`src/hw/rtl/assert_macros.svh`:
```
// Assertion helpers for the stepper dial pulse generator.
// Define NO_ASSERTIONS to compile every use to nothing.
`ifndef ASSERT_MACROS_SVH
`define ASSERT_MACROS_SVH

`ifndef NO_ASSERTIONS

// The consequent must hold in the same cycle as the antecedent.
`define ASSERT_IMPL(lbl, clk, rst_n, ante, cons, msg) \
    lbl: assert property (@(posedge clk) disable iff (!rst_n) (ante) |-> (cons)) \
        else $error(msg);

// The consequent must hold in the cycle after the antecedent.
`define ASSERT_NEXT(lbl, clk, rst_n, ante, cons, msg) \
    lbl: assert property (@(posedge clk) disable iff (!rst_n) (ante) |=> (cons)) \
        else $error(msg);

`else

`define ASSERT_IMPL(lbl, clk, rst_n, ante, cons, msg)
`define ASSERT_NEXT(lbl, clk, rst_n, ante, cons, msg)

`endif

`endif

```
`src/hw/rtl/sdp_pkg.sv`:
```
`timescale 1ns / 1ps
// ----------------------------------------------------------------------------
// Stepper dial pulse generator package
// Field widths, command codes, request type and the dial modulo table.
// ----------------------------------------------------------------------------
package sdp_pkg;

    localparam int unsigned DIAL_W            = 8;
    localparam int unsigned COUNT_W           = 16;
    localparam int unsigned HP_W              = 16;
    localparam int unsigned STEPS_PER_REV_DEF = 200;
    localparam int unsigned LUT_DEPTH         = 256;

    typedef enum logic [1:0] {
        FUNC_TICK       = 2'd0,
        FUNC_MOVE       = 2'd1,
        FUNC_GOTO_RIGHT = 2'd2,
        FUNC_GOTO_LEFT  = 2'd3
    } func_t;

    typedef struct packed {
        func_t                func;
        logic [COUNT_W-1:0]   step_count;
        logic                 backward;
        logic [DIAL_W-1:0]    target;
        logic [HP_W-1:0]      half_period_us;
    } req_t;

    typedef logic [DIAL_W-1:0] dial_lut_t [LUT_DEPTH];

    // Reduces every byte value into the dial range by repeated subtraction.
    function automatic dial_lut_t build_dial_mod(int unsigned n);
        dial_lut_t   lut;
        int unsigned v;
        for (int i = 0; i < LUT_DEPTH; i++) begin
            v = i;
            for (int k = 0; k < LUT_DEPTH; k++) begin
                if (v >= n) begin
                    v = v - n;
                end
            end
            lut[i] = v[DIAL_W-1:0];
        end
        return lut;
    endfunction

endpackage

```
`src/hw/rtl/sdp_req_stage.sv`:
```
`timescale 1ns / 1ps
// ----------------------------------------------------------------------------
// Stepper dial request stage
// Input register for one request; reduces the target into the dial range.
// ----------------------------------------------------------------------------
module sdp_req_stage #(
    parameter int unsigned STEPS_PER_REV = sdp_pkg::STEPS_PER_REV_DEF
) (
    input  logic                         clk,
    input  logic                         rst_n,
    input  logic                         req_valid,
    output logic                         req_stall,
    input  logic [1:0]                   func,
    input  logic [sdp_pkg::COUNT_W-1:0]  step_count,
    input  logic                         backward,
    input  logic [sdp_pkg::DIAL_W-1:0]   target,
    input  logic [sdp_pkg::HP_W-1:0]     half_period_us,
    input  logic                         core_ready,
    output logic                         item_valid,
    output sdp_pkg::req_t                item
);

    localparam sdp_pkg::dial_lut_t TGT_MOD = sdp_pkg::build_dial_mod(STEPS_PER_REV);

    logic          valid_reg;
    logic          valid_next;
    sdp_pkg::req_t item_reg;
    sdp_pkg::req_t item_next;
    logic          load_en;

    assign load_en = !valid_reg || core_ready;

    always_comb
    begin
        valid_next = load_en ? req_valid : valid_reg;
        item_next  = item_reg;
        if (load_en && req_valid)
        begin
            item_next.func           = sdp_pkg::func_t'(func);
            item_next.step_count     = step_count;
            item_next.backward       = backward;
            item_next.target         = TGT_MOD[target];
            item_next.half_period_us = half_period_us;
        end
    end

    always_ff @(posedge clk or negedge rst_n)
    begin
        if (!rst_n)
        begin
            valid_reg <= 1'b0;
        end
        else
        begin
            valid_reg <= valid_next;
        end
    end

    always_ff @(posedge clk)
    begin
        item_reg <= item_next;
    end

    assign req_stall  = !load_en;
    assign item_valid = valid_reg;
    assign item       = item_reg;

endmodule

```
`src/hw/rtl/sdp_motion_core.sv`:
```
`timescale 1ns / 1ps
// ----------------------------------------------------------------------------
// Stepper dial motion core; registers the result of each request.
// Holds the move state; applies one request per cycle unless the result stalls.
// ----------------------------------------------------------------------------
module sdp_motion_core #(
    parameter int unsigned STEPS_PER_REV = sdp_pkg::STEPS_PER_REV_DEF
) (
    input  logic                        clk,
    input  logic                        rst_n,
    input  logic                        item_valid,
    input  sdp_pkg::req_t               item,
    output logic                        core_ready,
    input  logic                        driver_enable,
    output logic                        res_valid,
    input  logic                        res_stall,
    output logic                        step_pin,
    output logic                        dir_pin,
    output logic                        enable_n,
    output logic                        busy_res,
    output logic [sdp_pkg::DIAL_W-1:0]  dial_position,
    output logic                        rejected
);

    localparam int unsigned DW = sdp_pkg::DIAL_W;
    localparam int unsigned WW = sdp_pkg::DIAL_W + 1;
    localparam int unsigned CW = sdp_pkg::COUNT_W;
    localparam int unsigned HW = sdp_pkg::HP_W;
    localparam logic [WW-1:0] N_WIDE = WW'(STEPS_PER_REV);
    localparam logic [DW-1:0] N_LAST = DW'(STEPS_PER_REV - 1);

    logic [DW-1:0] position_reg,   position_next;
    logic [CW-1:0] steps_left_reg, steps_left_next;
    logic [HW-1:0] half_period_reg, half_period_next;
    logic [HW-1:0] tick_count_reg, tick_count_next;
    logic          pulse_high_reg, pulse_high_next;
    logic          backward_reg,   backward_next;
    logic          res_valid_reg,  res_valid_next;
    logic          rejected_reg,   rejected_next;
    logic          step_pin_reg,   dir_pin_reg, enable_n_reg, busy_reg;
    logic [DW-1:0] dial_reg;

    logic          take;
    logic [HW-1:0] hp_eff;
    logic [HW-1:0] tick_inc;
    logic [WW-1:0] pos_inc;
    logic [WW-1:0] dist_right, dist_left;
    logic [WW-1:0] dist_right_mod, dist_left_mod;
    logic [CW-1:0] steps_dec;
    logic          start;
    logic [CW-1:0] start_count;
    logic          start_back;

    assign core_ready = !res_valid_reg || !res_stall;
    assign take       = item_valid && core_ready;

    assign hp_eff    = (half_period_reg == '0) ? HW'(1) : half_period_reg;
    assign tick_inc  = tick_count_reg + HW'(1);
    assign pos_inc   = {1'b0, position_reg} + WW'(1);
    assign steps_dec = steps_left_reg - CW'(1);

    assign dist_right     = {1'b0, position_reg} + N_WIDE - {1'b0, item.target};
    assign dist_left      = {1'b0, item.target} + N_WIDE - {1'b0, position_reg};
    assign dist_right_mod = (dist_right >= N_WIDE) ? dist_right - N_WIDE : dist_right;
    assign dist_left_mod  = (dist_left >= N_WIDE) ? dist_left - N_WIDE : dist_left;

    always_comb
    begin
        position_next    = position_reg;
        steps_left_next  = steps_left_reg;
        half_period_next = half_period_reg;
        tick_count_next  = tick_count_reg;
        pulse_high_next  = pulse_high_reg;
        backward_next    = backward_reg;
        rejected_next    = 1'b0;
        start            = 1'b0;
        start_count      = item.step_count;
        start_back       = item.backward;

        unique case (item.func)
            sdp_pkg::FUNC_TICK:
            begin
                start = 1'b0;
            end
            sdp_pkg::FUNC_MOVE:
            begin
                start       = 1'b1;
                start_count = item.step_count;
                start_back  = item.backward;
            end
            sdp_pkg::FUNC_GOTO_RIGHT:
            begin
                start       = 1'b1;
                start_count = CW'(dist_right_mod[DW-1:0]);
                start_back  = 1'b1;
            end
            sdp_pkg::FUNC_GOTO_LEFT:
            begin
                start       = 1'b1;
                start_count = CW'(dist_left_mod[DW-1:0]);
                start_back  = 1'b0;
            end
            default:
            begin
                start = 1'b0;
            end
        endcase

        if (item.func == sdp_pkg::FUNC_TICK)
        begin
            if (steps_left_reg != '0)
            begin
                if (tick_inc < hp_eff)
                begin
                    tick_count_next = tick_inc;
                end
                else
                begin
                    tick_count_next = '0;
                    if (pulse_high_reg)
                    begin
                        pulse_high_next = 1'b0;
                    end
                    else
                    begin
                        if (backward_reg)
                        begin
                            position_next = (position_reg == '0) ? N_LAST : position_reg - DW'(1);
                        end
                        else
                        begin
                            position_next = (pos_inc >= N_WIDE) ? '0 : pos_inc[DW-1:0];
                        end
                        steps_left_next = steps_dec;
                        pulse_high_next = (steps_dec != '0);
                    end
                end
            end
        end
        else if (steps_left_reg != '0)
        begin
            rejected_next = 1'b1;
        end
        else if (start)
        begin
            backward_next    = start_back;
            half_period_next = item.half_period_us;
            steps_left_next  = start_count;
            tick_count_next  = '0;
            pulse_high_next  = (start_count != '0);
        end
    end

    assign res_valid_next = core_ready ? item_valid : res_valid_reg;

    always_ff @(posedge clk or negedge rst_n)
    begin
        if (!rst_n)
        begin
            position_reg    <= '0;
            steps_left_reg  <= '0;
            half_period_reg <= '0;
            tick_count_reg  <= '0;
            pulse_high_reg  <= 1'b0;
            backward_reg    <= 1'b0;
            res_valid_reg   <= 1'b0;
        end
        else
        begin
            res_valid_reg <= res_valid_next;
            if (take)
            begin
                position_reg    <= position_next;
                steps_left_reg  <= steps_left_next;
                half_period_reg <= half_period_next;
                tick_count_reg  <= tick_count_next;
                pulse_high_reg  <= pulse_high_next;
                backward_reg    <= backward_next;
            end
        end
    end

    always_ff @(posedge clk)
    begin
        if (take)
        begin
            step_pin_reg <= pulse_high_next;
            dir_pin_reg  <= backward_next;
            enable_n_reg <= !driver_enable;
            busy_reg     <= (steps_left_next != '0);
            dial_reg     <= position_next;
            rejected_reg <= rejected_next;
        end
    end

    assign res_valid     = res_valid_reg;
    assign step_pin      = step_pin_reg;
    assign dir_pin       = dir_pin_reg;
    assign enable_n      = enable_n_reg;
    assign busy_res      = busy_reg;
    assign dial_position = dial_reg;
    assign rejected      = rejected_reg;

endmodule

```
`src/hw/rtl/stepper_dial_pulse_generator.sv`:
```
`timescale 1ns / 1ps
// Throughput: one request per cycle unless the result stalls; move state is registered.
// The request register and the result register decouple the two handshakes.
// Reset: asynchronous, active low; clears the dial position, the move state and both
// valid flags, and sets the driver enable register to one.
// ----------------------------------------------------------------------------
// Stepper dial pulse generator
// Step and direction pulse generator for a stepper that turns a dial.
// ----------------------------------------------------------------------------
`include "assert_macros.svh"

module stepper_dial_pulse_generator #(
    parameter int unsigned STEPS_PER_REV = sdp_pkg::STEPS_PER_REV_DEF
) (
    input  logic                        clk,
    input  logic                        rst_n,
    input  logic                        cfg_we,
    input  logic                        cfg_wdata,
    input  logic                        req_valid,
    output logic                        req_stall,
    input  logic [1:0]                  func,
    input  logic [sdp_pkg::COUNT_W-1:0] step_count,
    input  logic                        backward,
    input  logic [sdp_pkg::DIAL_W-1:0]  target,
    input  logic [sdp_pkg::HP_W-1:0]    half_period_us,
    output logic                        res_valid,
    input  logic                        res_stall,
    output logic                        step_pin,
    output logic                        dir_pin,
    output logic                        enable_n,
    output logic                        busy_res,
    output logic [sdp_pkg::DIAL_W-1:0]  dial_position,
    output logic                        rejected
);

    logic          driver_enable_reg;
    logic          driver_enable_next;
    logic          core_ready;
    logic          item_valid;
    sdp_pkg::req_t item;

    assign driver_enable_next = cfg_we ? cfg_wdata : driver_enable_reg;

    always_ff @(posedge clk or negedge rst_n)
    begin
        if (!rst_n)
        begin
            driver_enable_reg <= 1'b1;
        end
        else
        begin
            driver_enable_reg <= driver_enable_next;
        end
    end

    sdp_req_stage #(
        .STEPS_PER_REV (STEPS_PER_REV)
    ) u_req_stage (
        .clk            (clk),
        .rst_n          (rst_n),
        .req_valid      (req_valid),
        .req_stall      (req_stall),
        .func           (func),
        .step_count     (step_count),
        .backward       (backward),
        .target         (target),
        .half_period_us (half_period_us),
        .core_ready     (core_ready),
        .item_valid     (item_valid),
        .item           (item)
    );

    sdp_motion_core #(
        .STEPS_PER_REV (STEPS_PER_REV)
    ) u_motion_core (
        .clk           (clk),
        .rst_n         (rst_n),
        .item_valid    (item_valid),
        .item          (item),
        .core_ready    (core_ready),
        .driver_enable (driver_enable_reg),
        .res_valid     (res_valid),
        .res_stall     (res_stall),
        .step_pin      (step_pin),
        .dir_pin       (dir_pin),
        .enable_n      (enable_n),
        .busy_res      (busy_res),
        .dial_position (dial_position),
        .rejected      (rejected)
    );

    `ASSERT_IMPL(a_pulse_busy, clk, rst_n, res_valid && step_pin, busy_res, "step pin high while idle")
    `ASSERT_IMPL(a_dial_range, clk, rst_n, res_valid, dial_position < sdp_pkg::DIAL_W'(STEPS_PER_REV), "dial position out of range")
    `ASSERT_IMPL(a_reject_busy, clk, rst_n, res_valid && rejected, busy_res, "rejected request while idle")
    `ASSERT_IMPL(a_stall_cause, clk, rst_n, req_stall, res_valid && res_stall, "request stalled without a stalled result")

endmodule

```
`config.mk`:
```
export PLATFORM = sky130hd
export DESIGN_NAME = stepper_dial_pulse_generator
export DESIGN_NICKNAME = d
export VERILOG_FILES = /design/src/hw/rtl/sdp_pkg.sv /design/src/hw/rtl/sdp_req_stage.sv /design/src/hw/rtl/sdp_motion_core.sv /design/src/hw/rtl/stepper_dial_pulse_generator.sv
export VERILOG_INCLUDE_DIRS = /design/src /design/src/hw/rtl
export SDC_FILE = /design/constraint.sdc
export NUM_CORES = 1
export LEC_CHECK = 0
export ABC_AREA = 1
export BUFFER_PORTS_ARGS = -buffer_cell sky130_fd_sc_hd__buf_4
export CAP_MARGIN = 10
export CELL_PAD_IN_SITES_DETAIL_PLACEMENT = 0
export CELL_PAD_IN_SITES_GLOBAL_PLACEMENT = 1
export CORE_UTILIZATION = 41
export DETAILED_ROUTE_END_ITERATION = 10
export GPL_ROUTABILITY_DRIVEN = 0
export GPL_TIMING_DRIVEN = 1
export HOLD_SLACK_MARGIN = 0.05
export PLACE_DENSITY = 0.82
export SETUP_SLACK_MARGIN = 0.5
export SYNTH_ARGS = -nofsm -noshare
export SYNTH_HDL_FRONTEND = slang
export SYNTH_HIERARCHICAL = 1
export SYNTH_SLANG_ARGS = --single-unit
```
`constraint.sdc`:
```
create_clock -name clk -period 3.5 [get_ports clk]
set_input_delay 0.35 -clock clk [delete_from_list [all_inputs] [get_ports clk]]
set_output_delay 0.35 -clock clk [all_outputs]
set_load 0.03 [all_outputs]
```
# == Word-level counts from Yosys, hierarchy flattened ==
# Memory sizes are Yosys's and may differ from the RTL's. A register that Yosys moved wholly into a read port is not among the register bits.
# Cells that the tools add are included.
# totals
register_bits,109
mem_count,1
wordCells,96
mem_bits_ro,2048
# memory_table
name,depth,word_bits,read_ports,rd_clocked_by_memory_dff,wr,line_no,source
(no name shown),256,8,1,1,0,sdp_req_stage.sv:42,item_next.target = TGT_MOD[target];
# op_classes
reduce_logical,20
add_sub_neg,10
order_cmp,4
mux,34
n_bitwise,3
n_eq_ne,5
# ops
cell,n
$mux 16,12
$mux 8,9
$reduce_bool 16->1,4
$pmux 16 s2,1
$ge 9x8->1 const B,3
$add 8x8->9 const B,2
$sub 9x8->9,2
$add 16x1->16 const B,1
$logic_not 16->1,1
$lt 16x16->1,1
$sub 16x1->16 const B,1
$sub 8x8->8 const B,2
$mux 1,10
$add 8x1->9 const B,1
$not 8->9,1
$logic_not 8->1,1
$reduce_and 4->1,2
$sub 8x1->8 const B,1
$logic_not 1->1,5
$eq 2x2->1 const B,2
$pmux 1 s2,2
$reduce_or 3->1,1
$eq 2x1->1 const B,1
$logic_and 1x1->1,2
other kinds (6),8

# == Depth between registers and ports, before layout ==
# Gate-level depths: netlist (run 1).
# logic_depth
depth_word,9
mapped_depth,26
ltp_nobuf,26

# == Cells and area by module ==
# The synthesis (run 1) kept the hierarchy.
# modules_own_cells
mod,instances,cells_each,area_per_inst_um2
sdp_motion_core,1,931,6319.8
sdp_req_stage,1,77,1487.7
stepper_dial_pulse_generator,1,5,41.3

# == Worst setup path after synthesis (run 1) ==
# Ideal clock, no wire load.
# synth_timing
path_type,register to register
startpoint,register u_motion_core.tick_count_reg[0]
endpoint,register u_motion_core.busy_reg (netlist: u_motion_core/busy_res) (data pin)
slack_ns,-0.179
required_ns,3.240
synth_period_minus_slack_ns,3.679
n_path_buf,1
stages_incl_launch_ff,25
t_arrival_ns,3.419
cell_sequence,dfrtp_1 > ha_1 > nand2_1 > nor2_1 > nand3_1 > nor2_1 > nand2_1 > nor2_1 > inv_1 > nor2_1 > nand3_1 > nor2_1 > xor2_1 > ha_1 > nand2_1 > nor2_1 > a2111oi_2 > nand2_2 > buf_2 > a21oi_1 > nor2_1 > nor2_2 > nand3_1 > nor2_1 > nand3_1
# synth_between
elab_chain_len,6
# synth_rtl
element,line_no,source
start: declaration,sdp_motion_core.sv:35,"logic [HW-1:0] tick_count_reg, tick_count_next;"
start signal: assignment,sdp_motion_core.sv:176,tick_count_reg <= tick_count_next;
$add 16x1->16,sdp_motion_core.sv:58,assign tick_inc = tick_count_reg + HW'(1);
$lt 16x16->1,sdp_motion_core.sv:113,if (tick_inc < hp_eff)
$mux 16,sdp_motion_core.sv:113,
$mux 16,sdp_motion_core.sv:111,if (steps_left_reg != '0)
$mux 16,sdp_motion_core.sv:109,if (item.func == sdp_pkg::FUNC_TICK)
$reduce_bool 16->1,sdp_motion_core.sv:190,busy_reg <= (steps_left_next != '0);
end signal: assignment,sdp_motion_core.sv:190,
end: declaration,sdp_motion_core.sv:40,"logic step_pin_reg, dir_pin_reg, enable_n_reg, busy_reg;"
# No other way between the ends.
# A chain may end at the register's enable or synchronous reset.

# == Final worst setup path (run 1) ==
# Same ends and word-level chain as after synthesis.

==> results of run 1 <==
worst max-delay path by stage:
| stage | startpoint | endpoint | depth (start not counted) |
|---|---|---|---|
| detailed placement | u_motion_core/tick_count_reg[1]$_DFFE_PN0P_ | u_motion_core/busy_res$_DFFE_PP_ | 24 |
| CTS | u_motion_core/tick_count_reg[1]$_DFFE_PN0P_ | u_motion_core/busy_res$_DFFE_PP_ | 24 |
| finish | u_motion_core/tick_count_reg[0]$_DFFE_PN0P_ | u_motion_core/busy_res$_DFFE_PP_ | 21 |
| global route | u_motion_core/tick_count_reg[0]$_DFFE_PN0P_ | u_motion_core/busy_res$_DFFE_PP_ | 21 |
| global placement | u_motion_core/tick_count_reg[1]$_DFFE_PN0P_ | u_motion_core/busy_res$_DFFE_PP_ | 24 |
| floorplan | u_motion_core/tick_count_reg[0]$_DFFE_PN0P_ | u_motion_core/busy_res$_DFFE_PP_ | 24 |
layout by cell type, fill, tap and decap left out, types with 4 or more instances in the layout:
cell                          n
sky130_fd_sc_hd__nand2_1    230
sky130_fd_sc_hd__inv_1      147
sky130_fd_sc_hd__buf_4      115
sky130_fd_sc_hd__nor2_1      92
sky130_fd_sc_hd__nand3_1     85
sky130_fd_sc_hd__dfrtp_1     60
sky130_fd_sc_hd__edfxtp_1    56
sky130_fd_sc_hd__ha_1        55
sky130_fd_sc_hd__o21ai_0     34
sky130_fd_sc_hd__xor2_1      30
sky130_fd_sc_hd__a21oi_1     30
sky130_fd_sc_hd__o21ai_1     20
sky130_fd_sc_hd__clkbuf_16   18
sky130_fd_sc_hd__nand2_2     18
sky130_fd_sc_hd__nand4_1     17
sky130_fd_sc_hd__buf_6       11
sky130_fd_sc_hd__nand3_2     11
sky130_fd_sc_hd__nor2_2       9
sky130_fd_sc_hd__inv_6        7
sky130_fd_sc_hd__nand3b_1     7
sky130_fd_sc_hd__nor2_4       6
sky130_fd_sc_hd__nor3_1       6
sky130_fd_sc_hd__o21ai_2      6
sky130_fd_sc_hd__inv_2        5
sky130_fd_sc_hd__clkinv_1     5
sky130_fd_sc_hd__xnor2_1      4
sky130_fd_sc_hd__o21ai_4      4
sky130_fd_sc_hd__o211ai_1     4
sky130_fd_sc_hd__a32oi_1      4
report_power, final:
part	internal [mW]	switching [mW]
logic	1.31	2.21
registers	1.77	0.264
clock network	1.04	0.695
per-stage QoR:
stage          setup TNS (ns)  cell area, um2  utilization  setup WS, ns
6_report                -1.76           10000        0.536        -0.175
5_1_grt                -12.82           10000        0.536        -0.475
4_1_cts                -0.395            9910        0.530       -0.0819
3_5_place_dp           -0.520            9000        0.481        -0.207
3_3_place_gp           -0.104            9000        0.481        -0.104
2_1_floorplan               0            7940            -       0.00136
area by class of cell:
type / count / area (um2) / share of cell area
Clock inverter: 13 / 134 / 0.0134
Sequential cell: 117 / 3210 / 0.320
Multi-Input combinational cell: 718 / 4250 / 0.424
Timing Repair Buffer: 130 / 1070 / 0.107
Clock buffer: 19 / 454 / 0.0453
Tap cell: 234 / 293 / 0.0292
Inverter: 160 / 613 / 0.0612
cell families (layout without fill, tap and decap cells):
| kind of cell | count (synthesis) | after routing |
|---|---|---|
| and+or+nand+nor | 496 | 496 |
| buffers and inverters | 178 | 322 |
| AOI/OAI and AO/OA | 130 | 130 |
| DFF | 117 | 117 |
| adders and majority gates | 56 | 56 |
| xor gates and xnor gates | 35 | 35 |
| muxes | 1 | 1 |
layer usage:
layer  GRT usage  vias to the layer above  wire (um)
li1            -                     3593          -
met1       0.288                     3276       9750
met2       0.357                      128       9560
met3      0.0362                       24        633
met4      0.0787                        0        350
met5           0                        -          0
timing repair:
action | CTS | global route
setup buffers | 9 | 5
cloned | 2 | 0
pin swaps | 11 | 6
endpoints found under the setup margin | 51 | 53
gates resized for setup | 60 | 18
critical path, stage by stage (launching register included):
cell and delay (ns):
sky130_fd_sc_hd__dfrtp_1 0.35, sky130_fd_sc_hd__buf_4 0.13, sky130_fd_sc_hd__nand3_2 0.12, sky130_fd_sc_hd__nor2_4 0.15
sky130_fd_sc_hd__nand3_2 0.10, sky130_fd_sc_hd__nor3_4 0.22, sky130_fd_sc_hd__nand4_1 0.14, sky130_fd_sc_hd__nor2_1 0.15
sky130_fd_sc_hd__xor2_1 0.21, sky130_fd_sc_hd__inv_1 0.07, sky130_fd_sc_hd__ha_1 0.31, sky130_fd_sc_hd__a21oi_1 0.13
sky130_fd_sc_hd__nor2_1 0.08, sky130_fd_sc_hd__a2111oi_4 0.36, sky130_fd_sc_hd__nand2_4 0.17, sky130_fd_sc_hd__buf_6 0.17
sky130_fd_sc_hd__nand4_1 0.09, sky130_fd_sc_hd__nand3_2 0.10, sky130_fd_sc_hd__nor2_1 0.12, sky130_fd_sc_hd__nand2_1 0.07
sky130_fd_sc_hd__nor2_1 0.10, sky130_fd_sc_hd__nand3_1 0.07
==> results, run 1 <==
- By area, the combinational part of the netlist is dominated by simple AND/OR/NAND/NOR gates.
- In the routed design, unresolved DRC markers number 0.
- In the synthesized netlist, the number of instances is 1013.
- The reported leakage power is 4.98 nW.
- Averaged over all synthesized cells, the footprint is 7.75 um2.
- In the final routed layout, each cell accounts on average for 14.6 um.
- The die boundary height is 140 um.
- Input and output buffers added on the ports amount to 63.
- On the final layout, the worst clock skew is 0.0117 ns.
- Setup repair after global routing could not meet its margin everywhere.
- Of the total synthesized cell area, the portion taken by full adders, half adders and majority gates is 0.0893.
- For this configuration, the core starts out at a cell density of 0.420.
- The number of H-tree levels is 4.
- The shortest clock period the worst path allows after layout is 3.67 ns.
- After the flow finishes, the layout carries non-filler instances totaling 1391.
- The number of flip-flops in the largest register is 43.
- Of the total synthesized cell area, the portion taken by AND, OR, NAND and NOR gates is 0.278.
- The final reports fail on negative setup slack.
- The routed design has 20300 um of wire.
- Dividing the detail-routed via count by the number of cells gives 5.05.
- Overall power consumption after layout is estimated at 7.29 mW.
- The total of fill cells in the finished design is 1721.
- The number of slew-limit violations in the final report is 0.
- The most instantiated flip-flop cell in the synthesis netlist is sky130_fd_sc_hd__dfrtp_1.
- The flow ran to the end, but the final reports show violations.
- For this run, the register share of the synthesized area comes to 0.409.
- The synthesized area is 0.00785 mm2.
- The kind of critical path is reg2reg.
- The final layout contains 1249 nets.
- The CTS root buffer is sky130_fd_sc_hd__clkbuf_16.
- The count of warnings emitted by yosys is 6.
- The final-report setup violation count is 23.
- The later-pin clock latency in the skew report is 0.42 ns.
- In this run the deepest clock path goes through 2 buffers.
- The first global-routing pass estimated 33300 um of wire.
- In the final layout, the share of cells above drive strength 1 is 0.213.
- The number of CTS-inserted buffers is 17.
- The area overhead of the layout relative to synthesis is 27.7%.
- The fraction of registers with async set/reset is 0.521.
- Measured along the x axis, the die boundary spans 140 um.
- STA classifies the critical path endpoint as a flip-flop.
- The initial antenna violation count was 0.
- The arrival time reported for the critical path endpoint is 3.85 ns.
- The worst register-to-register path begins at u_motion_core/tick_count_reg[0]$_DFFE_PN0P_.
- Entering global routing, the biggest net connects 62 pins.
- Counting distinct cell types in the post-synthesis netlist gives 53.
- Derived from the worst setup path, the maximum achievable clock frequency is 0.272 GHz.
- The HPWL reported at the end of detailed placement is 15000 um.
- Row generation in the floorplan step produced 50 rows.
- The number of endpoints with negative hold slack in the final report is 0.
- The clock sink total is 117.
- Of the total synthesized cell area, the portion taken by XOR and XNOR cells is 0.0391.
- The slew at the pin with the worst max-slew slack is 0.824 ns.
- The worst reg-to-reg path cell count is 21.
- The power per standard cell area is 727 mW/mm2.
- For this block, the initial DRC count from the detailed router was 404.
- The TritonCTS clock tree is yes.
- The worst hold path belongs to the class in2async.
- The synthesized design contains 56 enable-type register cells.
- The multiplexer share of the synthesized area is 0.00128.
- The most frequently used cell type in the post-synthesis netlist is sky130_fd_sc_hd__nand2_1.
- The peak supply drop is 404 uV.
- In this run the standard cell core region covers 0.0187 mm2.
- The reg-to-reg critical path endpoint is u_motion_core/busy_res$_DFFE_PP_.
- The worst hold slack is 0.0228 ns.
- The final cycle utilization of the critical path is 1.05.
- The tool flagged a number of max-cap violations equal to 0.
- Buffers inserted to repair hold after CTS numbered 0.
- In this run the register-to-register setup slack is -0.17 ns.
- Summed over all instances, the cell type with the most area after synthesis is sky130_fd_sc_hd__edfxtp_1.
- In the post-route analysis, the smallest setup slack over all paths is -0.175 ns.
- The CTS clock-pin slew for the worst setup and hold paths is 0.06 ns.
- Summed over all layers, the global routing overflow is 0.
- The number of global-route vias before repair is 6786.
- The die covers 0.0197 mm2.
- The complex-gate fraction of the synthesized area is 0.0956.
- The number of antenna diodes in the final layout is 0.
- The relative slew slack is 0.450.
- Ranked by instance count, the synthesized netlist is headed by 244 x sky130_fd_sc_hd__nand2_1, 147 x sky130_fd_sc_hd__inv_1, 100 x sky130_fd_sc_hd__nor2_1, 93 x sky130_fd_sc_hd__nand3_1, 60 x sky130_fd_sc_hd__dfrtp_1.
- The detailed-routing iteration count for the pre-antenna-repair pass is 4.
- The post-route antenna net violation count is 0.
- The total via count after detailed routing is 7021.
- The total instance count after detailed placement is 1343.
- Of the post-synthesis cell area, the dominant cell type holds 0.214.
- By area the synthesized netlist is led by sky130_fd_sc_hd__edfxtp_1 21%, sky130_fd_sc_hd__dfrtp_1 19%, sky130_fd_sc_hd__nand2_1 12%.
- When the netlist entered floorplanning its net count stood at 1118.
- The worst setup path is launched from a flip-flop.
- The largest fanout on the critical path is 8.
- The number of register bits inferred by synthesis is 117.
- The required time of the worst setup path is 3.67 ns.
- For this design the top-level I/O count stands at 64.
- The global-route usage over all layers is 0.217.
Note: power is estimated with default switching activity, not from simulation.
==> run 2, diff against run 1 <==
--- a/config.mk
+++ b/config.mk
@@ -18,6 +18,7 @@
 export HOLD_SLACK_MARGIN = 0.05
 export PLACE_DENSITY = 0.82
 export SETUP_SLACK_MARGIN = 0.5
+export SKIP_CTS_REPAIR_TIMING = 1
 export SYNTH_ARGS = -nofsm -noshare
 export SYNTH_HDL_FRONTEND = slang
 export SYNTH_HIERARCHICAL = 1
==> results, run 2 (synthesis results as in run 1) <==
- The run finished, with violations left.
- The final reports fail on negative setup slack.
- The area of the multi-input gates is 0.00427 mm2 (+0.53%).
- The worst setup slack after layout is -0.172 ns (+0.00302 ns).
- The die boundary height is 140 um (unchanged).
- In this run the worst setup path begins at u_motion_core/tick_count_reg[1]$_DFFE_PN0P_.
- The reg-to-reg setup timing slack is -0.17 ns (about the same).
- The met2 layer usage reported by global route is 0.344 (-0.0132).
- The met1 routing resource usage after global routing was 0.284 (-0.00419).
- The total congestion overflow came to 0 (unchanged).
- The net count of the finished layout came to 1243 (-0.48%).
- The number of endpoints with negative hold slack in the final report is 0 (unchanged).
- In this run the most used layer during global routing was met2.
- The number of design-rule violations left by the first detailed-router iteration is 480 (+19%).
- The buffering stage count on the worst path with inverters included came to 3 (unchanged).
- The peak supply drop is 442 uV (+9.5%).
- The shortest clock period the worst path allows after layout is 3.67 ns (-0.00302 ns).
- The power per standard cell area is 729 mW/mm2 (+0.20%).
- The HPWL reported at the end of detailed placement is 15000 um (unchanged).
- Leaving out fill and tap cells, the most frequent cell in the layout is sky130_fd_sc_hd__nand2_1.
- The number of CTS-inserted buffers came to 17 (unchanged).
- The final clock skew was 0.00939 ns (-0.00232 ns).
- The post-route antenna net violation count is 0 (unchanged).
- STA classifies the critical path startpoint as a flip-flop.
- The most repeated library cell on the critical path is sky130_fd_sc_hd__nand2_1.
- The power consumption is 7.27 mW (-0.20%).
- The final cycle utilization of the critical path was 1.05 (about the same).
- The largest net degree at the start of global routing is 62 (unchanged).
- The wire length per cell is 14.5 um (-0.85%).
- The top cell types in the final layout, fill and taps aside, are 231 x sky130_fd_sc_hd__nand2_1, 147 x sky130_fd_sc_hd__inv_1, 114 x sky130_fd_sc_hd__buf_4, 88 x sky130_fd_sc_hd__nor2_1, 87 x sky130_fd_sc_hd__nand3_1.
- The number of maximum-capacitance constraint violations is 0 (unchanged).
- The classification of the worst-slack hold path is in2async.
- The share of final-layout standard cells stronger than drive strength 1 was 0.216 (+0.00371).
- The TritonCTS clock tree is yes.
- The slew at the pin with the worst max-slew slack is 0.821 ns (-0.00333 ns).
- The number of antenna diodes is 0 (unchanged).
- The arrival time reported for the critical path endpoint came to 3.84 ns (about the same).
- The total of fill cells in the finished design was 1728 (+0.41%).
- The effective utilization at floorplan is 0.420 (unchanged).
- The kind of end point of the critical path is a flip-flop.
- The remaining design rule violation count was 0 (unchanged).
- The relative slew slack is 0.451 (+0.000921).
- Setup repair after global routing could not meet its margin everywhere.
- The number of global-route vias before repair came to 6608 (-2.6%).
- The worst reg-to-reg path cell count is 26 (+24%).
- The I/O pin count is 64 (unchanged).
- The later-pin clock latency in the skew report was 0.42 ns (about the same).
- The reported leakage power came to 4.94 nW (-0.74%).
- The instance area after placement is 0.00900 mm2 (unchanged).
- The total wirelength of the detailed-routed design is 20000 um (-1.3%).
- The final-report setup violation count came to 14 (-39%).
- The sequential standard cell area is 0.00321 mm2 (unchanged).
- The number of cells in the finished layout apart from fillers is 1385 (-0.43%).
- The endpoint of the worst setup timing path is u_motion_core/busy_res$_DFFE_PP_.
- The total via count after detailed routing came to 6999 (-0.31%).
- The placement row count is 50 (unchanged).
- The clock sink total is 117 (unchanged).
- The area overhead of the layout relative to synthesis is 27.1%.
- The routing usage on met3 is 0.0362 (unchanged).
- The die area is 0.0197 mm2 (unchanged).
- The peak per-stage delay on the critical path came to 0.39 ns (+0.03 ns).
- The via-per-instance ratio is 5.05 (+0.12%).
- The post-route cell area is 0.00998 mm2 (-0.40%).
- The required time of the worst setup path is 3.67 ns (about the same).
- The kind of critical path is reg2reg.
- The cell family with the largest share of critical-path delay is simple AND/OR/NAND/NOR gates.
- The detailed-routing iteration count for the pre-antenna-repair pass came to 5 (+1).
- Among all stages on the critical path, the largest delay is contributed by sky130_fd_sc_hd__a2111oi_4.
- The largest fanout on the critical path was 5 (-3).
- The number of slew-limit violations in the final report is 0 (unchanged).
- The CTS clock-pin slew for the worst setup and hold paths is 0.06 ns (about the same).
- The count of input and output buffers was 63 (unchanged).
- The initial antenna violation count came to 0 (unchanged).
- The area of the placeable core is 0.0187 mm2 (unchanged).
- The global-route usage over all layers is 0.211 (-0.00663).
- The number of flip-flops in the largest register is 43 (unchanged).
- The worst hold slack came to 0.0232 ns (+0.000342 ns).
- The total instance count after detailed placement is 1343 (unchanged).
- The chip width came to 140 um (unchanged).
- The number of H-tree levels is 4 (unchanged).
- The highest achievable clock rate is 0.272 GHz (about the same).
- Clock tree synthesis selected as its root buffer the cell sky130_fd_sc_hd__clkbuf_16.
- The wire length of the first global-routing pass is 32400 um (-2.7%).
- In this run the critical register-to-register path is launched from u_motion_core/tick_count_reg[1]$_DFFE_PN0P_.
- The maximum count of clock buffers along a single path is 2 (unchanged).
- The number of cells on the critical path is 26 (+24%).
- The reg-to-reg critical path endpoint is u_motion_core/busy_res$_DFFE_PP_.
run 2: cell count changes in the layout (fill, tap and decap cells not counted), sizes merged:
cell | previous run | this run
inv | 162 | 161
clkinvlp | 2 | 3
clkbuf | 19 | 20
buf | 130 | 123
run 2: layout make-up:
| class | count | area share |
|---|---|---|
| Inverter | 160 | 0.0618 |
| Timing Repair Buffer | 124 | 0.101 |
| Clock inverter | 13 | 0.0134 |
| Tap cell | 234 | 0.0293 |
| Sequential cell | 117 | 0.322 |
| Multi-Input combinational cell | 718 | 0.428 |
| Clock buffer | 19 | 0.0455 |
run 2: per-stage QoR:
stage | util | worst slack [ns] | setup TNS, ns
2_1_floorplan | - | 0.00136 | 0
3_3_place_gp | 0.481 | -0.104 | -0.104
3_5_place_dp | 0.481 | -0.207 | -0.520
4_1_cts | 0.513 | -0.191 | -0.474
5_1_grt | 0.534 | -0.470 | -10.84
6_report | 0.534 | -0.172 | -0.644
run 2: worst min-delay path by stage:
stage,start,endpoint,slack (ns)
6_report,rst_n,u_motion_core/steps_left_reg[10]$_DFFE_PN0P_,0.02
5_1_grt,half_period_us[9],u_req_stage/item[9]$_DFFE_PP_,0.08
3_3_place_gp,driver_enable_reg$_DFFE_PN1P_,driver_enable_reg$_DFFE_PN1P_,0.45
2_1_floorplan,rst_n,u_motion_core/backward_reg$_DFFE_PN0P_,0.05
4_1_cts,rst_n,u_motion_core/steps_left_reg[10]$_DFFE_PN0P_,0.06
3_5_place_dp,driver_enable_reg$_DFFE_PN1P_,driver_enable_reg$_DFFE_PN1P_,0.47
run 2: layer usage:
metal | vias to the layer above | wire [um]
li1 | 3575 | -
met1 | 3253 | 9640
met2 | 147 | 9300
met3 | 24 | 741
met4 | 0 | 358
met5 | - | 0
run 2: where the power goes:
part           leakage, nW  internal, mW  switching [mW]
clock                0.285          1.04           0.694
sequential            1.30          1.77           0.262
combinational         3.35          1.31            2.20
==> run 3, diff against run 2 <==
--- a/config.mk
+++ b/config.mk
@@ -16,7 +16,7 @@
 export GPL_ROUTABILITY_DRIVEN = 0
 export GPL_TIMING_DRIVEN = 1
 export HOLD_SLACK_MARGIN = 0.05
-export PLACE_DENSITY = 0.82
+export PLACE_DENSITY_LB_ADDON = 0.1
 export SETUP_SLACK_MARGIN = 0.5
 export SKIP_CTS_REPAIR_TIMING = 1
 export SYNTH_ARGS = -nofsm -noshare
==> results, run 3 (synthesis results as in run 1) <==
- The relative slew slack is 0.446 (-0.00520).
- The via-per-instance ratio is 5.04 (-0.18%).
- The area of the placeable core came to 0.0187 mm2 (unchanged).
- The reg-to-reg setup timing slack is -0.26 ns (-0.09 ns).
- The sequential standard cell area is 0.00321 mm2 (unchanged).
- The detailed-routing iteration count for the pre-antenna-repair pass is 5 (unchanged).
- The net count of the finished layout was 1258 (+1.2%).
- The leading cell type in the layout, fill and taps excluded is sky130_fd_sc_hd__nand2_1.
- The slew at the pin with the worst max-slew slack came to 0.831 ns (+0.00975 ns).
- The largest net degree at the start of global routing is 62 (unchanged).
- The peak supply drop is 399 uV (-9.7%).
- The post-route antenna net violation count was 0 (unchanged).
- The number of slew-limit violations in the final report is 0 (unchanged).
- The number of CTS-inserted buffers was 17 (unchanged).
- The peak per-stage delay on the critical path is 0.39 ns (about the same).
- The cell family with the largest share of critical-path delay is simple AND/OR/NAND/NOR gates.
- The number of cells on the critical path is 25 (-3.8%).
- The later-pin clock latency in the skew report came to 0.43 ns (about the same).
- The post-layout utilization of the core is 0.541 (+0.00789).
- The total via count after detailed routing is 7062 (+0.90%).
- The area of the multi-input gates came to 0.00432 mm2 (+1.2%).
- The slowest cell on the critical path is sky130_fd_sc_hd__dfrtp_1.
- The final cycle utilization of the critical path is 1.08 (+0.0262).
- The launching element type of the critical path is a flip-flop.
- The number of maximum-capacitance constraint violations is 0 (unchanged).
- The number of design-rule violations left by the first detailed-router iteration is 457 (-4.8%).
- The run finished, with violations left.
- Setup repair after global routing could not meet its margin everywhere.
- The required time of the worst setup path came to 3.67 ns (about the same).
- The number of flip-flops in the largest register is 43 (unchanged).
- The total congestion overflow is 0 (unchanged).
- The I/O pin count came to 64 (unchanged).
- The count of input and output buffers is 63 (unchanged).
- In this run the critical register-to-register path is captured at u_motion_core/busy_res$_DFFE_PP_.
- The shortest clock period the worst path allows after layout is 3.76 ns (+0.0917 ns).
- The highest achievable clock rate is 0.266 GHz (-2.4%).
- The worst setup slack after layout is -0.264 ns (-0.0917 ns).
- TritonCTS built the clock tree.
- The checks that failed: negative setup slack.
- The share of final-layout standard cells stronger than drive strength 1 was 0.233 (+0.0169).
- The CTS root buffer is sky130_fd_sc_hd__clkbuf_16.
- The largest fanout on the critical path is 7 (+2).
- The final clock skew is 0.0110 ns (+0.00163 ns).
- The kind of end point of the critical path is a flip-flop.
- The initial antenna violation count is 0 (unchanged).
- The critical path ends at u_motion_core/busy_res$_DFFE_PP_.
- The global-route usage over all layers is 0.222 (+0.0109).
- The number of antenna diodes is 0 (unchanged).
- The area growth from synthesis to layout is 29.0%.
- The wire length per cell is 15.2 um (+5.0%).
- The clock sink total is 117 (unchanged).
- The worst reg-to-reg path cell count is 25 (-3.8%).
- The total of fill cells in the finished design came to 1790 (+3.6%).
- The worst setup path startpoint is u_motion_core/tick_count_reg[0]$_DFFE_PN0P_.
- The total wirelength of the detailed-routed design is 21300 um (+6.1%).
- By startpoint and endpoint, the worst setup path is classified as reg2reg.
- The remaining design rule violation count is 0 (unchanged).
- The number of H-tree levels is 4 (unchanged).
- The HPWL reported at the end of detailed placement is 15600 um (+4.0%).
- The final-report setup violation count is 24 (+10).
- The chip width came to 140 um (unchanged).
- The path class of the tightest hold or removal check is in2async.
- Leaving out fill and tap cells, the most frequent cells in the layout are 231 x sky130_fd_sc_hd__nand2_1, 147 x sky130_fd_sc_hd__inv_1, 128 x sky130_fd_sc_hd__buf_4, 87 x sky130_fd_sc_hd__nor2_1, 80 x sky130_fd_sc_hd__nand3_1.
- The effective utilization at floorplan is 0.420 (unchanged).
- The number of global-route vias before repair was 6611 (+0.045%).
- By instance count, the cell type seen most on the critical path is sky130_fd_sc_hd__nor2_2.
- The CTS clock-pin slew for the worst setup and hold paths is 0.06 ns (about the same).
- The wire length of the first global-routing pass was 33600 um (+3.7%).
- The die area was 0.0197 mm2 (unchanged).
- The placement row count is 50 (unchanged).
- The buffering stage count on the worst path with inverters included was 2 (-1).
- The worst register-to-register path begins at u_motion_core/tick_count_reg[0]$_DFFE_PN0P_.
- The worst hold slack is 0.0213 ns (-0.00187 ns).
- The reported leakage power is 5.04 nW (+2.0%).
- The number of endpoints with negative hold slack in the final report is 0 (unchanged).
- The power per standard cell area is 738 mW/mm2 (+1.3%).
- The die boundary height was 140 um (unchanged).
- The maximum count of clock buffers along a single path was 2 (unchanged).
- The arrival time reported for the critical path endpoint came to 3.94 ns (+0.10 ns).
## run 3: cell type report
cell class              count  area share
multi-input cells         719       0.427
clock inverters            15      0.0180
clock buffers              17      0.0420
repair buffers            138       0.107
flip-flops and latches    117       0.317
inverters                 160      0.0605
well taps                 234      0.0289
## run 3: per-stage QoR
stage	std cells	total power [mW]	setup TNS, ns	instance area (um2)	worst slack [ns]
after floorplan	1013	4.36	0	7940	0.00136
after global placement	1352	5.43	-0.336	9080	-0.161
after detailed placement	1352	5.41	-1.47	9080	-0.250
after CTS	1384	7.29	-2.14	9690	-0.275
after global routing	1400	8.05	-14.89	10100	-0.570
final	1400	7.48	-2.25	10100	-0.264
## run 3: power by group
group / total, mW / switching [mW] / internal (mW)
sequential: 2.04 / 0.271 / 1.77
combinational: 3.62 / 2.28 / 1.34
clock: 1.82 / 0.741 / 1.08
total: 7.48 / 3.29 / 4.19
## run 3: worst reg2reg max path: stages, from the launching register on
cell and delay, ns:
sky130_fd_sc_hd__dfrtp_1 0.39, sky130_fd_sc_hd__ha_2 0.21, sky130_fd_sc_hd__nand2_2 0.08, sky130_fd_sc_hd__nor2_4 0.13, sky130_fd_sc_hd__nand3_2 0.10, sky130_fd_sc_hd__nor2_2 0.13
sky130_fd_sc_hd__nand2_1 0.08, sky130_fd_sc_hd__nor2_1 0.10, sky130_fd_sc_hd__inv_1 0.06, sky130_fd_sc_hd__nor2_2 0.14, sky130_fd_sc_hd__nand3_2 0.10, sky130_fd_sc_hd__nor2_2 0.12
sky130_fd_sc_hd__xor2_1 0.08, sky130_fd_sc_hd__ha_1 0.31, sky130_fd_sc_hd__nand4_1 0.13, sky130_fd_sc_hd__a31oi_2 0.22, sky130_fd_sc_hd__a2111oi_4 0.05, sky130_fd_sc_hd__buf_6 0.14
sky130_fd_sc_hd__nand2_8 0.10, sky130_fd_sc_hd__nand3_4 0.15, sky130_fd_sc_hd__nand2_2 0.14, sky130_fd_sc_hd__nand3_2 0.10, sky130_fd_sc_hd__nor2_1 0.12, sky130_fd_sc_hd__nand2_1 0.09
sky130_fd_sc_hd__nor2_2 0.15, sky130_fd_sc_hd__nand3_1 0.09
## run 3: worst min-delay path by stage
stage,start,to,slack (ns),cells after the start
2_1_floorplan,rst_n,u_motion_core/backward_reg$_DFFE_PN0P_,0.05,0
3_3_place_gp,driver_enable_reg$_DFFE_PN1P_,driver_enable_reg$_DFFE_PN1P_,0.45,2
3_5_place_dp,driver_enable_reg$_DFFE_PN1P_,driver_enable_reg$_DFFE_PN1P_,0.45,2
4_1_cts,rst_n,u_motion_core/steps_left_reg[4]$_DFFE_PN0P_,0.05,1
5_1_grt,half_period_us[4],u_req_stage/item[4]$_DFFE_PP_,0.07,1
6_report,rst_n,u_motion_core/steps_left_reg[4]$_DFFE_PN0P_,0.02,1
## run 3: routing by layer
metal | GRT usage | share of wire | up-vias | wire length (um)
met5 | 0 | 0 | - | 0
met4 | 0.0717 | 0.016 | 0 | 346
met3 | 0.0421 | 0.043 | 26 | 908
met2 | 0.358 | 0.47 | 158 | 9960
met1 | 0.299 | 0.47 | 3258 | 10000
li1 | - | - | 3620 | -
